[src/calendar_date_arithmetic_core_macros.svh]
// ----------------------------------------------------------------------------
// Calendar date arithmetic assertion macros
// Clocked assertion helpers, compiled out when ASSERT_OFF is defined.
// ----------------------------------------------------------------------------
`ifndef CALENDAR_DATE_ARITHMETIC_CORE_MACROS_SVH
`define CALENDAR_DATE_ARITHMETIC_CORE_MACROS_SVH
`ifndef ASSERT_OFF
`define CDA_ASSERT_IMPL(lbl, pre, post, msg) \
  lbl: assert property (@(posedge clk_i) disable iff (!rst_ni) (pre) |-> (post)) \
    else $error(msg);
`define CDA_ASSERT_NEXT(lbl, pre, post, msg) \
  lbl: assert property (@(posedge clk_i) disable iff (!rst_ni) (pre) |=> (post)) \
    else $error(msg);
`else
`define CDA_ASSERT_IMPL(lbl, pre, post, msg)
`define CDA_ASSERT_NEXT(lbl, pre, post, msg)
`endif
`endif

[src/cda_pkg.sv]
// ----------------------------------------------------------------------------
// Calendar date arithmetic package
// Item layouts, calendar constants and month tables.
// ----------------------------------------------------------------------------
package cda_pkg;

  localparam int unsigned MaxYear     = 9999;
  localparam int          InWidth     = 72;
  localparam int          OutWidth    = 56;
  localparam int          AccWidth    = 26;
  localparam int          SerialWidth = 23;
  localparam int          YearWidth   = 17;
  localparam int          QuotWidth   = 9;
  localparam int          RecipShift  = 19;
  localparam int          BlockDays   = 146097;
  localparam int          BlockYears  = 400;
  localparam int          DiffMax     = 4194303;
  localparam int          DiffMin     = -4194304;
  // first day past the last representable year, as a day number
  localparam int LimitDays = 365 * (MaxYear + 1) + (MaxYear + 4) / 4
                             - (MaxYear + 100) / 100 + (MaxYear + 400) / 400;
  // floor(x / 100) == (x * Recip100) >> RecipShift for x below 16500
  localparam logic [12:0] Recip100 = 13'd5243;
  localparam logic [12:0] DaysYear = 13'd365;

  typedef logic signed [AccWidth-1:0] acc_t;

  typedef struct packed {
    logic [4:0]         pad;
    logic signed [20:0] day_offset;
    logic [4:0]         second_day;
    logic [3:0]         second_month;
    logic [13:0]        second_year;
    logic [4:0]         first_day;
    logic [3:0]         first_month;
    logic [13:0]        first_year;
  } cda_in_t;

  typedef struct packed {
    logic [4:0]         pad;
    logic               out_of_range;
    logic               second_valid;
    logic               first_valid;
    logic               dates_equal;
    logic               first_greater;
    logic signed [22:0] day_difference;
    logic [4:0]         shifted_day;
    logic [3:0]         shifted_month;
    logic [13:0]        shifted_year;
  } cda_out_t;

  function automatic logic [4:0] month_days(logic [3:0] m, logic leap);
    logic [4:0] len;
    unique case (m) inside
      4'd1, 4'd3, 4'd5, 4'd7, 4'd8, 4'd10, 4'd12: len = 5'd31;
      4'd4, 4'd6, 4'd9, 4'd11:                    len = 5'd30;
      4'd2:                                       len = leap ? 5'd29 : 5'd28;
      default:                                    len = 5'd0;
    endcase
    return len;
  endfunction

  // days before the first of month m in a common year
  function automatic logic [8:0] days_before_month(logic [3:0] m);
    logic [8:0] days;
    unique case (m)
      4'd2:    days = 9'd31;
      4'd3:    days = 9'd59;
      4'd4:    days = 9'd90;
      4'd5:    days = 9'd120;
      4'd6:    days = 9'd151;
      4'd7:    days = 9'd181;
      4'd8:    days = 9'd212;
      4'd9:    days = 9'd243;
      4'd10:   days = 9'd273;
      4'd11:   days = 9'd304;
      4'd12:   days = 9'd334;
      default: days = 9'd0;
    endcase
    return days;
  endfunction

endpackage

[src/calendar_date_arithmetic_core.sv]
// ----------------------------------------------------------------------------
// Calendar date arithmetic core
// Shifts a Gregorian date by a day offset and compares it with a second date.
// ----------------------------------------------------------------------------
// Usage: the slave stream takes one item holding two dates and a signed day
// offset; the master stream returns one item per input: the shifted date,
// the signed day difference, compare flags, validity flags and a clamp flag.
// The first and then the second date is turned into a day number on one
// shared adder and a small shared multiplier (reciprocal division by 100).
// The difference and then the shifted day number are formed on the same
// adder. The shifted date is then walked back out: 400-year blocks, single
// years of 365 or 366 days, then months. An invalid first date or a clamped
// date skips the walk. s_axis_tready is high only while the core is
// idle; a finished result waits in the output register, so the next item can
// be taken while the receiver stalls. The core holds its last result until it
// is taken. Reset returns the sequencer to idle and drops any pending result.
// ----------------------------------------------------------------------------
`include "calendar_date_arithmetic_core_macros.svh"

module calendar_date_arithmetic_core import cda_pkg::*; (
  input  logic                clk_i,
  input  logic                rst_ni,
  input  logic                s_axis_tvalid,
  output logic                s_axis_tready,
  // first_year, first_month, first_day, second_year, second_month,
  // second_day, day_offset, zero pad
  input  logic [InWidth-1:0]  s_axis_tdata,
  output logic                m_axis_tvalid,
  input  logic                m_axis_tready,
  // shifted_year, shifted_month, shifted_day, day_difference, first_greater,
  // dates_equal, first_valid, second_valid, out_of_range, zero pad
  output logic [OutWidth-1:0] m_axis_tdata
);

  typedef enum logic [7:0] {
    StIdle   = 8'b0000_0001,
    StSerial = 8'b0000_0010,
    StDiff   = 8'b0000_0100,
    StOffs   = 8'b0000_1000,
    StBlock  = 8'b0001_0000,
    StYear   = 8'b0010_0000,
    StMonth  = 8'b0100_0000,
    StFin    = 8'b1000_0000
  } state_e;

  typedef enum logic [2:0] {
    SpMul365   = 3'd0,
    SpQuarter  = 3'd1,
    SpCeil100  = 3'd2,
    SpFloor100 = 3'd3,
    SpCeil400  = 3'd4,
    SpFloor400 = 3'd5,
    SpMonth    = 3'd6
  } step_e;

  state_e state_q, state_d;
  step_e  step_q, step_d;
  logic   sel_q, sel_d;
  logic   out_valid_q, out_valid_d;

  cda_in_t                in_q;
  cda_out_t               out_q, out_d;
  acc_t                   acc_q, acc_d;
  logic [QuotWidth-1:0]   ceil_q, ceil_d;
  logic                   div100_q, div100_d;
  logic                   div400_q, div400_d;
  logic [SerialWidth-1:0] s1_q, s1_d, s2_q, s2_d;
  logic                   v1_q, v1_d, v2_q, v2_d;
  logic [22:0]            diff_q, diff_d;
  logic [YearWidth-1:0]   yr_q, yr_d;
  logic [8:0]             j_q, j_d;
  logic [6:0]             c100_q, c100_d;
  logic [3:0]             mo_q, mo_d;
  logic                   oor_q, oor_d;

  logic [13:0]          cur_y;
  logic [3:0]           cur_m;
  logic [4:0]           cur_d;
  logic [12:0]          y_quarter;
  logic                 leap_cur;
  logic                 leap_j;
  logic                 cur_valid;
  logic [14:0]          mul_a;
  logic [12:0]          mul_b;
  logic [27:0]          prod;
  logic [QuotWidth-1:0] quot;
  acc_t                 add_a, add_b, sum;
  logic                 accept, out_load;
  logic                 gt, eq;

  assign s_axis_tready = (state_q == StIdle);
  assign accept        = s_axis_tvalid && s_axis_tready;
  assign out_load      = (state_q == StFin) && (!out_valid_q || m_axis_tready);
  assign m_axis_tvalid = out_valid_q;
  assign m_axis_tdata  = out_q;

  assign cur_y     = sel_q ? in_q.second_year  : in_q.first_year;
  assign cur_m     = sel_q ? in_q.second_month : in_q.first_month;
  assign cur_d     = sel_q ? in_q.second_day   : in_q.first_day;
  // ceil(y / 4)
  assign y_quarter = 13'(({1'b0, cur_y} + 15'd3) >> 2);
  assign leap_cur  = (cur_y[1:0] == 2'd0) && (!div100_q || div400_q);
  assign cur_valid = (cur_d != 5'd0) && (cur_d <= month_days(cur_m, leap_cur));
  // year within the 400-year block: leap unless a century other than block start
  assign leap_j    = (j_q[1:0] == 2'd0) && ((c100_q != 7'd0) || (j_q == 9'd0));

  assign prod = 28'(mul_a) * 28'(mul_b);
  assign quot = prod[RecipShift +: QuotWidth];
  assign sum  = add_a + add_b;

  assign gt = (in_q.first_year > in_q.second_year)
           || ((in_q.first_year == in_q.second_year) && (in_q.first_month > in_q.second_month))
           || ((in_q.first_year == in_q.second_year) && (in_q.first_month == in_q.second_month)
               && (in_q.first_day > in_q.second_day));
  assign eq = (in_q.first_year == in_q.second_year) && (in_q.first_month == in_q.second_month)
           && (in_q.first_day == in_q.second_day);

  // operand selection for the shared multiplier and adder
  always_comb begin
    mul_a = 15'd0;
    mul_b = Recip100;
    add_a = acc_q;
    add_b = '0;
    unique case (state_q)
      StSerial: begin
        unique case (step_q)
          SpMul365: begin
            mul_a = {1'b0, cur_y};
            mul_b = DaysYear;
            add_a = '0;
            add_b = acc_t'({{(AccWidth-SerialWidth){1'b0}}, prod[SerialWidth-1:0]});
          end
          SpQuarter: add_b = acc_t'({{(AccWidth-13){1'b0}}, y_quarter});
          SpCeil100: begin
            mul_a = {1'b0, cur_y} + 15'd99;
            add_b = -acc_t'({{(AccWidth-QuotWidth){1'b0}}, quot});
          end
          SpFloor100: mul_a = {1'b0, cur_y};
          SpCeil400: begin
            mul_a = {2'b0, y_quarter} + 15'd99;
            add_b = acc_t'({{(AccWidth-QuotWidth){1'b0}}, quot});
          end
          SpFloor400: mul_a = {3'b0, cur_y[13:2]};
          SpMonth: begin
            add_b = acc_t'({{(AccWidth-9){1'b0}}, days_before_month(cur_m)})
                  + acc_t'({{(AccWidth-1){1'b0}}, leap_cur && (cur_m > 4'd2)})
                  + acc_t'({{(AccWidth-5){1'b0}}, cur_d}) - acc_t'(1);
          end
          default: add_b = '0;
        endcase
      end
      StDiff: begin
        add_a = acc_t'({{(AccWidth-SerialWidth){1'b0}}, s1_q});
        add_b = -acc_t'({{(AccWidth-SerialWidth){1'b0}}, s2_q});
      end
      StOffs: begin
        add_a = acc_t'({{(AccWidth-SerialWidth){1'b0}}, s1_q});
        add_b = acc_t'({{(AccWidth-21){in_q.day_offset[20]}}, in_q.day_offset});
      end
      StBlock: add_b = -acc_t'(BlockDays);
      StYear:  add_b = leap_j ? -acc_t'(366) : -acc_t'(365);
      StMonth: add_b = -acc_t'({{(AccWidth-5){1'b0}}, month_days(mo_q, leap_j)});
      default: add_b = '0;
    endcase
  end

  always_comb begin
    state_d     = state_q;
    step_d      = step_q;
    sel_d       = sel_q;
    out_valid_d = out_valid_q;
    out_d       = out_q;
    acc_d       = acc_q;
    ceil_d      = ceil_q;
    div100_d    = div100_q;
    div400_d    = div400_q;
    s1_d        = s1_q;
    s2_d        = s2_q;
    v1_d        = v1_q;
    v2_d        = v2_q;
    diff_d      = diff_q;
    yr_d        = yr_q;
    j_d         = j_q;
    c100_d      = c100_q;
    mo_d        = mo_q;
    oor_d       = oor_q;

    if (m_axis_tvalid && m_axis_tready) begin
      out_valid_d = 1'b0;
    end

    unique case (state_q)
      StIdle: begin
        if (accept) begin
          state_d = StSerial;
          step_d  = SpMul365;
          sel_d   = 1'b0;
        end
      end
      StSerial: begin
        acc_d  = sum;
        step_d = step_e'(step_q + 3'd1);
        unique case (step_q)
          SpCeil100:  ceil_d = quot;
          SpFloor100: div100_d = (quot == ceil_q);
          SpCeil400:  ceil_d = quot;
          SpFloor400: div400_d = (quot == ceil_q);
          SpMonth: begin
            step_d = SpMul365;
            if (!sel_q) begin
              s1_d  = sum[SerialWidth-1:0];
              v1_d  = cur_valid;
              sel_d = 1'b1;
            end else begin
              s2_d    = sum[SerialWidth-1:0];
              v2_d    = cur_valid;
              state_d = StDiff;
            end
          end
          default: ;
        endcase
      end
      StDiff: begin
        if (!(v1_q && v2_q)) begin
          diff_d = 23'd0;
        end else if (sum > acc_t'(DiffMax)) begin
          diff_d = 23'(DiffMax);
        end else if (sum < acc_t'(DiffMin)) begin
          diff_d = 23'(DiffMin);
        end else begin
          diff_d = sum[22:0];
        end
        state_d = StOffs;
      end
      StOffs: begin
        acc_d  = sum;
        yr_d   = '0;
        j_d    = 9'd0;
        c100_d = 7'd0;
        mo_d   = 4'd1;
        oor_d  = 1'b0;
        state_d = StBlock;
        if (!v1_q) begin
          // invalid first date: day field of acc + 1 wraps to zero
          mo_d    = 4'd0;
          acc_d   = -acc_t'(1);
          state_d = StFin;
        end else if (sum[AccWidth-1]) begin
          acc_d   = '0;
          oor_d   = 1'b1;
          state_d = StFin;
        end else if (sum >= acc_t'(LimitDays)) begin
          yr_d    = YearWidth'(MaxYear);
          mo_d    = 4'd12;
          acc_d   = acc_t'(30);
          oor_d   = 1'b1;
          state_d = StFin;
        end
      end
      StBlock: begin
        if (!sum[AccWidth-1]) begin
          acc_d = sum;
          yr_d  = yr_q + YearWidth'(BlockYears);
        end else begin
          state_d = StYear;
        end
      end
      StYear: begin
        if (!sum[AccWidth-1]) begin
          acc_d  = sum;
          yr_d   = yr_q + YearWidth'(1);
          j_d    = j_q + 9'd1;
          c100_d = (c100_q == 7'd99) ? 7'd0 : c100_q + 7'd1;
        end else begin
          state_d = StMonth;
        end
      end
      StMonth: begin
        if ((mo_q < 4'd12) && !sum[AccWidth-1]) begin
          acc_d = sum;
          mo_d  = mo_q + 4'd1;
        end else begin
          state_d = StFin;
        end
      end
      StFin: begin
        if (out_load) begin
          out_d.pad            = 5'd0;
          out_d.shifted_year   = yr_q[13:0];
          out_d.shifted_month  = mo_q;
          out_d.shifted_day    = acc_q[4:0] + 5'd1;
          out_d.day_difference = diff_q;
          out_d.first_greater  = v1_q && gt;
          out_d.dates_equal    = v1_q && eq;
          out_d.first_valid    = v1_q;
          out_d.second_valid   = v2_q;
          out_d.out_of_range   = oor_q;
          out_valid_d          = 1'b1;
          state_d              = StIdle;
        end
      end
      default: state_d = StIdle;
    endcase
  end

  always_ff @(posedge clk_i or negedge rst_ni) begin
    if (!rst_ni) begin
      state_q     <= StIdle;
      step_q      <= SpMul365;
      sel_q       <= 1'b0;
      out_valid_q <= 1'b0;
    end else begin
      state_q     <= state_d;
      step_q      <= step_d;
      sel_q       <= sel_d;
      out_valid_q <= out_valid_d;
    end
  end

  always_ff @(posedge clk_i) begin
    if (accept) begin
      in_q <= cda_in_t'(s_axis_tdata);
    end
    out_q    <= out_d;
    acc_q    <= acc_d;
    ceil_q   <= ceil_d;
    div100_q <= div100_d;
    div400_q <= div400_d;
    s1_q     <= s1_d;
    s2_q     <= s2_d;
    v1_q     <= v1_d;
    v2_q     <= v2_d;
    diff_q   <= diff_d;
    yr_q     <= yr_d;
    j_q      <= j_d;
    c100_q   <= c100_d;
    mo_q     <= mo_d;
    oor_q    <= oor_d;
  end

  `CDA_ASSERT_NEXT(a_accept_starts, accept,
    (state_q == StSerial) && (step_q == SpMul365) && !sel_q,
    "accepted item did not start the serial sequence")
  `CDA_ASSERT_IMPL(a_invalid_zero, m_axis_tvalid && !out_q.first_valid,
    (out_q.shifted_year == 14'd0) && (out_q.shifted_month == 4'd0)
      && (out_q.shifted_day == 5'd0) && (out_q.day_difference == 23'd0)
      && !out_q.out_of_range,
    "invalid first date gave nonzero result")
  `CDA_ASSERT_IMPL(a_clamp_value, m_axis_tvalid && out_q.out_of_range,
    ((out_q.shifted_year == 14'd0) && (out_q.shifted_month == 4'd1)
      && (out_q.shifted_day == 5'd1))
      || ((out_q.shifted_year == 14'(MaxYear)) && (out_q.shifted_month == 4'd12)
      && (out_q.shifted_day == 5'd31)),
    "clamped date is not a range limit")
  `CDA_ASSERT_IMPL(a_year_walk, state_q == StYear,
    (j_q < 9'd400) && !acc_q[AccWidth-1],
    "year walk left its 400-year block")
  `CDA_ASSERT_IMPL(a_month_walk, state_q == StMonth,
    (mo_q >= 4'd1) && (mo_q <= 4'd12) && !acc_q[AccWidth-1] && (acc_q < acc_t'(366)),
    "month walk out of range")

endmodule

[config.mk]
export PLATFORM = sky130hd
export DESIGN_NAME = calendar_date_arithmetic_core
export DESIGN_NICKNAME = d
export VERILOG_FILES = /design/src/cda_pkg.sv /design/src/calendar_date_arithmetic_core.sv
export VERILOG_INCLUDE_DIRS = /design/src /design/src/src
export SDC_FILE = /design/constraint.sdc
export NUM_CORES = 1
export LEC_CHECK = 0
export BUFFER_PORTS_ARGS = -buffer_cell sky130_fd_sc_hd__clkbuf_2
export CAP_MARGIN = 25
export CORE_ASPECT_RATIO = 1.75
export CORE_MARGIN = 4
export CORE_UTILIZATION = 30
export DETAILED_ROUTE_END_ITERATION = 10
export SLEW_MARGIN = 20
export SYNTH_ARGS = -nofsm -noshare
export SYNTH_HDL_FRONTEND = slang
export SYNTH_SLANG_ARGS = --single-unit
export TNS_END_PERCENT = 20
[constraint.sdc]
create_clock -name clk_i -period 18.85 [get_ports clk_i]
set_input_delay 0.9425 -clock clk_i [delete_from_list [all_inputs] [get_ports clk_i]]
set_output_delay 0.9425 -clock clk_i [all_outputs]
set_load 0.05 [all_outputs]
==> results of run 1 <==
## report_power, final
| group | switching (mW) | internal, mW | total (mW) | leakage [nW] |
|---|---|---|---|---|
| clock network | 0.269 | 0.327 | 0.596 | 0.471 |
| registers | 0.0375 | 0.768 | 0.806 | 2.54 |
| logic | 0.904 | 0.482 | 1.39 | 7.35 |
## layout make-up
class / instances / area, sq um / share of cell area (%)
clock buffer: 32 / 725.7 / 3.020
clock inverter: 20 / 250.2 / 1.042
inverter: 259 / 972.2 / 4.046
multi-input combinational: 1492 / 11950 / 49.73
sequential: 274 / 8165 / 33.98
tap: 917 / 1147 / 4.775
timing repair buffer: 150 / 818.3 / 3.406
## per-layer routing
metal / GRT usage (%) / share of wire [%] / vias up / routed length, microns
li1: - / - / 7728 / -
met4: 10.32 / 7.0 / 0 / 4514
met3: 1.613 / 3.7 / 193 / 2429
met1: 17.32 / 35 / 8024 / 22850
met5: 0 / 0 / - / 0
met2: 32.37 / 54 / 547 / 35130
## cells in the final DEF (no fill, tap or decap), types with 37 or more instances in the layout
master,Yosys,layout
xnor2_1,69,69
nand2_1,144,144
nor3_1,38,37
xor2_1,56,56
ha_1,193,193
edfxtp_1,261,261
fa_1,98,98
o21ai_0,94,94
nor2_1,139,139
inv_1,258,258
clkbuf_2,0,123
a21oi_1,119,118
nand3_1,47,47
## worst max-delay path: cells and delay by family, from the launching register on
| family | cells | cell delay, ps |
|---|---|---|
| simple gates | 10 | 2840 |
| fa+ha+maj | 9 | 3770 |
| mux | 1 | 160 |
| xor+xnor | 1 | 200 |
| flops | 1 | 720 |
| compound gates | 19 | 6950 |
| buf+inv | 7 | 600 |
## registers in the layout (all words and copies together), names as in the netlist, 9 cells and up
| signal | cells |
|---|---|
| s1_q | 23 |
| diff_q | 23 |
| m_axis_tdata | 51 |
| yr_q | 14 |
| ceil_q | 9 |
| s2_q | 23 |
| in_q | 67 |
| acc_q | 26 |
| j_q | 9 |
## cell families (layout without fill, tap and decap cells)
| logic type | count (synthesis) | in the layout | share of synthesized area (%) |
|---|---|---|---|
| buf+inv | 323 | 461 | 6.007 |
| simple gates | 534 | 534 | 12.46 |
| mux | 28 | 28 | 1.494 |
| compound gates | 506 | 506 | 16.06 |
| xor+xnor | 126 | 126 | 5.204 |
| other cells | 2 | 7 | 0.03517 |
| flops | 274 | 274 | 38.24 |
| fa+ha+maj | 291 | 291 | 20.50 |
## how the worst max path moves through the flow
| stage | slack (ps) | from | to | depth (start not counted) |
|---|---|---|---|---|
| 6_report | 3270 | sel_q | acc_q[11] | 47 |
| 5_1_grt | 2600 | sel_q | yr_q[0] | 47 |
| 4_1_cts | 3330 | sel_q | acc_q[11] | 47 |
| 3_5_place_dp | 3360 | sel_q | acc_q[11] | 47 |
| 3_3_place_gp | 3450 | sel_q | acc_q[0] | 47 |
| 2_1_floorplan | 6600 | sel_q | acc_q[0] | 50 |
## stage by stage
stage | instance area, sq um | hold slack [ps] | power [mW] | instances
final | 24030 | 257.9 | 2.788 | 3144
after floorplan | 21370 | 400.3 | 1.776 | 2089
after detailed placement | 23040 | 406.3 | 2.186 | 3090
after global routing | 24030 | 264.6 | 2.983 | 3144
after CTS | 24010 | 237.1 | 2.801 | 3142
after global placement | 23040 | 411.8 | 2.157 | 3090
==> qor.csv, run 1 <==
metric,value,unit
pre_cts_slack,3362,ps
synth_area_leaders,"edfxtp_1, ha_1, fa_1, inv_1, xnor2_1",
power_density,116.0,nW/um^2
via_per_inst,5.246,
area_growth,12.54,%
antenna_left,0,
path_class,flop to flop,
syn-cell-area,21350,sq um
cp_slowest_stage_delay,800,ps
reg2reg_to,acc_q[11],
cts-buffers-inserted,28,
die_h,360.9,microns
fin_setup_tns,0,ps
startpoint_type,flop,
setup_viol,0,
clock_skew,32.66,ps
route.detailed.drc,0,
timing.critical_path.fanout_max,22,
firstDrtPassIters,6,
cp_slowest_cell,o41ai_1,
fillers,7148,
grt_use_total,16.84,%
die_w,209.7,microns
ys_ff_latch,274,
status,"complete, no violations",
cts-resized-gates,0,
gr-total-overflow,0,
p_leak,10.36,nW
cts.clk_slew.worst_paths,70,ps
setup_ws,3269,ps
synth_edf_count,261,
ys.flop_type,edfxtp_1,
grt_pass1_vias,17528,
clockRootBuffer,clkbuf_16,
cts.sinks,274,
drive_above_1_share,12.03,%
fin_crit_sh,82.66,%
slew_headroom,27.49,%
ir_drop,0.07614,mV
initial_core_util,30.20,%
grt_max_degree,62,
rows,129,
min_path_type,primary input to async pin,
yosysMostFrequentCell,edfxtp_1,
design.portCount,134,
cpMostUsedCell,inv_1,
final_util,33.99,%
wire_per_inst,20.65,microns
htreeDepth,1,
synth_common_cells,"edfxtp_1, inv_1, ha_1",
syn_area_per_cell,10.24,sq um
period_needed,15580,ps
antenna_found_initial,0,
yosysTopAreaCellShare,36.71,%
synth.distinct_cells,99,
fmax,64.18,MHz
grt_pass1_wl,100.3,mm
synth_area_leader_cell,edfxtp_1,
final_max_slew_viol_count,0,
core,70700,sq um
die_area,75670,sq um
insertion_delay,610,ps
cts_tree,yes,
place_hpwl,51.68,mm
port_buffers,123,
reg2reg_slack,3270,ps
vias,16492,
diodes,0,
tightest_slew,1088,ps
drt_iter0_markers,1246,
cp.required,19170,ps
endpoint_kind,flop,
grt_setup_unrepaired,false,
cts.path.max_buffers,3,
nets,2572,
synthCells,2084,
hold_violations,0,
seq_area_frac_synth,38.24,%
post_cts_buffers,0,
gp_congestion,0.9284,
ys_warn_count,0,
async_flop_share,4.745,%
wl,64.92,mm
cp.arrival,15910,ps
ff2ff_path_depth,47,
rr_startpoint,sel_q,
cts-hold-fix-buffers,0,
cap_violations,0,
Note: power is estimated with default switching activity, not from simulation.
==> run 2: changes to the inputs <==
Settings changed: ABC_AREA set to 1.
Clock period 18.85 ns to 13.1 ns, I/O delays scaled along.
==> qor.csv, run 2 <==
metric,value,unit
status,"complete, no violations",
die_area,78320,sq um
seq_area_frac_synth,36.90,%
place_hpwl,53.80,mm
post_synth_fa_ha_maj_area_fraction,19.78,%
fmax,82.26,MHz
synth_edf_count,261,
synthXorXnorAreaFrac,1.900,%
grt_max_degree,70,
insertion_delay,590,ps
async_flop_share,4.745,%
ys_warn_count,0,
final_common_cell,nand2_1,
finalNonFillerCells,3718,
slew_headroom,31.60,%
min_path_type,primary input to flop,
synthCells,2605,
port_buffers,123,
rows,131,
syn_area_per_cell,8.493,sq um
fin_setup_tns,0,ps
reg2reg_slack,940,ps
initial_core_util,30.33,%
route.detailed.drc,0,
synth.distinct_cells,70,
wl,67.02,mm
regMostFlops,in_q,
cap_violations,0,
die_w,213.3,microns
grt_use_total,16.99,%
mostFrequentLayoutCells,"nand2_1, inv_1, edfxtp_1, nor2_1, ha_1",
power_density,264.2,nW/um^2
synth-simple-area-share,19.77,%
dp.cells,3666,
via_per_inst,4.887,
setup_viol,0,
grt_pass1_wl,103.5,mm
nets,3132,
firstDrtPassIters,5,
final_util,34.30,%
vias,18169,
design.portCount,134,
cts.sinks,274,
synth_top_family_by_area,adder cells,
drt_iter0_markers,1122,
yosysMostFrequentCell,nand2_1,
rr_startpoint,sel_q,
timing.critical_path.fanout_max,24,
largest_reg_flops,67,
synth_area_leaders,"edfxtp_1, ha_1, nand2_1, fa_1, inv_1",
ff2ff_path_depth,64,
final_max_slew_viol_count,0,
cp_slowest_stage_delay,550,ps
antenna_left,0,
crit_end,yr_q[2],
drive_above_1_share,12.35,%
path_class,flop to flop,
cts.path.max_buffers,3,
ir_drop,0.1451,mV
cp_slowest_cell,fa_1,
cts.clk_slew.worst_paths,70,ps
placed_area,24100,sq um
synth_common_cells,"nand2_1, inv_1, edfxtp_1",
min_delay_path_depth,1,
grt_pass1_vias,18853,
cp.required,13420,ps
synth-compound-area-share,11.53,%
yosysTopAreaCellShare,35.43,%
tightest_slew,1020,ps
reg2reg_to,yr_q[2],
synth_area_leader_cell,edfxtp_1,
cp.arrival,12470,ps
gr-total-overflow,0,
grt_setup_unrepaired,false,
period_needed,12160,ps
clock_skew,27.74,ps
fin_crit_sh,92.80,%
ys_ff_latch,274,
synthMuxAreaShare,0,%
area_growth,13.10,%
hold_violations,0,
cts-buffers-inserted,27,
cpMostUsedCell,nand2_1,
design_area,25020,sq um
post_cts_buffers,0,
die_h,367.2,microns
syn-cell-area,22120,sq um
endpoint_kind,flop,
critPathLaunch,sel_q,
p_leak,12.02,nW
core,72940,sq um
antenna_found_initial,1,
startpoint_type,flop,
wire_per_inst,18.03,microns
htreeDepth,1,
gp_congestion,0.9706,
cts_tree,yes,
ys.flop_type,edfxtp_1,
clockRootBuffer,clkbuf_16,
## run 2: stage by stage
step / setup WS [ps] / total power [mW] / hold slack, ps
finish: 943.0 / 6.612 / 240.9
global route: 8.709 / 7.215 / 226.4
CTS: 668.3 / 6.633 / 214.1
detailed placement: 797.5 / 5.755 / 405.5
global placement: 876.8 / 5.724 / 404.6
floorplan: 1950 / 4.417 / 359.4
## run 2: kinds of logic (layout without fill, tap and decap cells)
kind of cell,count (synthesis),after routing
flip-flops,274,274
buffers and inverters,566,742
AND/OR/NAND/NOR,1004,1004
XOR/XNOR,48,48
adder cells (fa/ha/maj),291,291
AO/OA/AOI/OAI,420,420
other,2,8
## run 2: area by class of cell
class                      instances  area, sq um
multi-input combinational       1770        11810
sequential                       274         8165
inverter                         518         1952
fill                            7557        47920
tap                              931         1165
clock buffer                      35        715.7
antenna                            1        2.502
timing repair buffer             174         1026
clock inverter                    15        186.4
## run 2: worst min path at each step
| stage | slack (ps) | endpoint | start |
|---|---|---|---|
| floorplan | 360 | m_axis_tvalid | rst_ni |
| global placement | 400 | m_axis_tdata[42] | diff_q[19] |
| detailed placement | 410 | m_axis_tdata[38] | diff_q[15] |
| CTS | 210 | in_q[34] | s_axis_tdata[34] |
| global route | 230 | in_q[34] | s_axis_tdata[34] |
| finish | 240 | in_q[34] | s_axis_tdata[34] |
## run 2: metal layers
metal | vias to the layer above | wire length [microns] | track usage (%)
li1 | 8875 | - | -
met4 | 0 | 4466 | 9.903
met5 | - | 0 | 0
met2 | 422 | 38180 | 34.17
met1 | 8686 | 22190 | 16.06
met3 | 186 | 2184 | 1.624
## run 2: report_power, final
group / switching [mW] / internal, mW
Clock: 0.381 / 0.453
Sequential: 0.0569 / 1.28
Combinational: 2.99 / 1.46
Total: 3.43 / 3.19
## run 2: worst max-delay path: cells and delay by family, from the launching register on
kind	cells	cell delay, ps
simple gates	34	4690
fa+ha+maj	9	3730
compound gates	7	1440
buf+inv	13	1290
flops	1	480
xor+xnor	1	190
## run 2: what timing repair did
action                                 CTS  global route
endpoints found under the hold margin   12             0
resized for setup                        0             4
hold buffers                             1             0
setup endpoints to repair                0            60
==> run 3: changes to the inputs <==
Settings changed: PLACE_DENSITY_LB_ADDON set to 0.2.
==> qor.csv, run 3 (synthesis gave the netlist of run 2 again) <==
metric,value,unit
ir_drop,0.1996,mV
htreeDepth,1,
fmax,81.19,MHz
cts-buffers-inserted,29,
grt_use_total,17.72,%
fin_crit_sh,94.02,%
antenna_left,0,
tightest_slew,976.2,ps
cp.required,13440,ps
antenna_found_initial,0,
period_needed,12320,ps
power_switching_share,49.69,%
grt_setup_unrepaired,false,
largest_reg_flops,67,
final_common_cell,nand2_1,
grt_max_degree,66,
endpoint_kind,flop,
cpMostUsedCell,nand2_1,
p_leak,12.45,nW
place_hpwl,56.27,mm
cts.path.max_buffers,3,
insertion_delay,610,ps
finalNonFillerCells,3793,
wl,70.03,mm
rows,131,
status,"complete, no violations",
grt_pass1_vias,19269,
p_seq_share,18.8,%
path_class,flop to flop,
via_per_inst,4.831,
mostFrequentLayoutCells,"nand2_1, inv_1, edfxtp_1, nor2_1, ha_1",
drt_iter0_markers,879,
startpoint_type,flop,
cap_violations,0,
clock_power_share,12.4,%
p_int,3.567,mW
clockRootBuffer,clkbuf_16,
area_growth,16.36,%
fin_setup_tns,0,ps
cp_slowest_stage_delay,550,ps
wire_per_inst,18.46,microns
power_density,275.5,nW/um^2
die_w,213.3,microns
die_h,367.2,microns
nets,3208,
vias,18323,
die_area,78320,sq um
hold_violations,0,
drive_above_1_share,14.61,%
gp_congestion,0.9319,
diodes,0,
firstDrtPassIters,5,
final_max_slew_viol_count,0,
cp.arrival,12660,ps
route.detailed.drc,0,
design.portCount,134,
cts.sinks,274,
cts.clk_slew.worst_paths,80,ps
initial_core_util,30.33,%
hold_ws,221.1,ps
min_path_type,primary input to flop,
clock_skew,16.48,ps
core,72940,sq um
slew_headroom,33.23,%
regMostFlops,in_q,
port_buffers,123,
grt_pass1_wl,107.9,mm
setup_viol,0,
timing.critical_path.fanout_max,25,
comb_power_share,68.8,%
cp_slowest_cell,fa_1,
cts_tree,yes,
dp.cells,3740,
gr-total-overflow,0,
power_switching,3.524,mW
[run 3: cell count changes in the layout (fill, tap and decap cells not counted), sizes merged]
cell and change:
buf +74, bufinv +2, clkbuf -2, clkinv +7, clkinvlp -1, diode -1
inv -4
[run 3: through the flow]
step / setup slack, ps / total power, mW / utilization, % / area (sq um)
after detailed placement: 954.2 / 6.214 / 33.91 / 24740
after CTS: 898.2 / 7.154 / 35.28 / 25730
after global routing: 4.130 / 7.747 / 35.29 / 25740
final: 783.6 / 7.091 / 35.29 / 25740
after global placement: 1001 / 6.182 / 33.91 / 24740
after floorplan: 1950 / 4.417 / - / 22140
[run 3: final timing paths]
path / start / endpoint / slack (ps) / cells past startpoint
hold / removal: s_axis_tdata[11] / in_q[11] / 220 / 1
hold reg to reg: diff_q[7] / m_axis_tdata[30] / 420 / 0
max in group asynchronous: rst_ni / state_q[0] / 12220 / 2
min in group asynchronous: rst_ni / step_q[0] / 540 / 2
setup reg to reg: sel_q / yr_q[8] / 780 / 73
setup / recovery: sel_q / yr_q[8] / 780 / 73
[run 3: metal layers]
metal | up-vias | global-route usage, % | part of all wire, %
li1 | 8999 | - | -
met5 | - | 0 | 0
met2 | 403 | 35.01 | 56
met4 | 0 | 7.649 | 5.0
met3 | 129 | 1.393 | 2.9
met1 | 8792 | 18.69 | 37
[run 3: power by group through the flow]
stage,logic [mW],clock network [mW],registers (mW)
floorplan,3.09,0,1.33
global placement,4.83,0,1.35
detailed placement,4.86,0,1.35
finish,4.88,0.882,1.33
global route,5.46,0.945,1.34
CTS,4.91,0.914,1.33
[run 3: timing repair]
action                     4_1_cts  5_1_grt
resized for setup                0        1
buffers inserted                 0        0
hold endpoints to repair        12        0
setup endpoints to repair        0        6
hold buffers                     1        0
[run 3: worst max-delay path: cells and delay by family, from the launching register on]
family	cells	cell delay [ps]
and+or+nand+nor	35	4180
adders and majority gates	9	3390
xor gates and xnor gates	1	240
DFF	1	530
AOI/OAI and AO/OA	9	1800
buffers and inverters	19	1900
[run 3: final cells by class]
type                    instances  area (sq um)
flip-flops and latches        274          8164
clock buffers                  33         740.7
repair buffers                248          1657
clock inverters                19         247.7
fillers                      7441         47200
multi-input cells            1770         11820
inverters                     518          1951
well taps                     931          1165
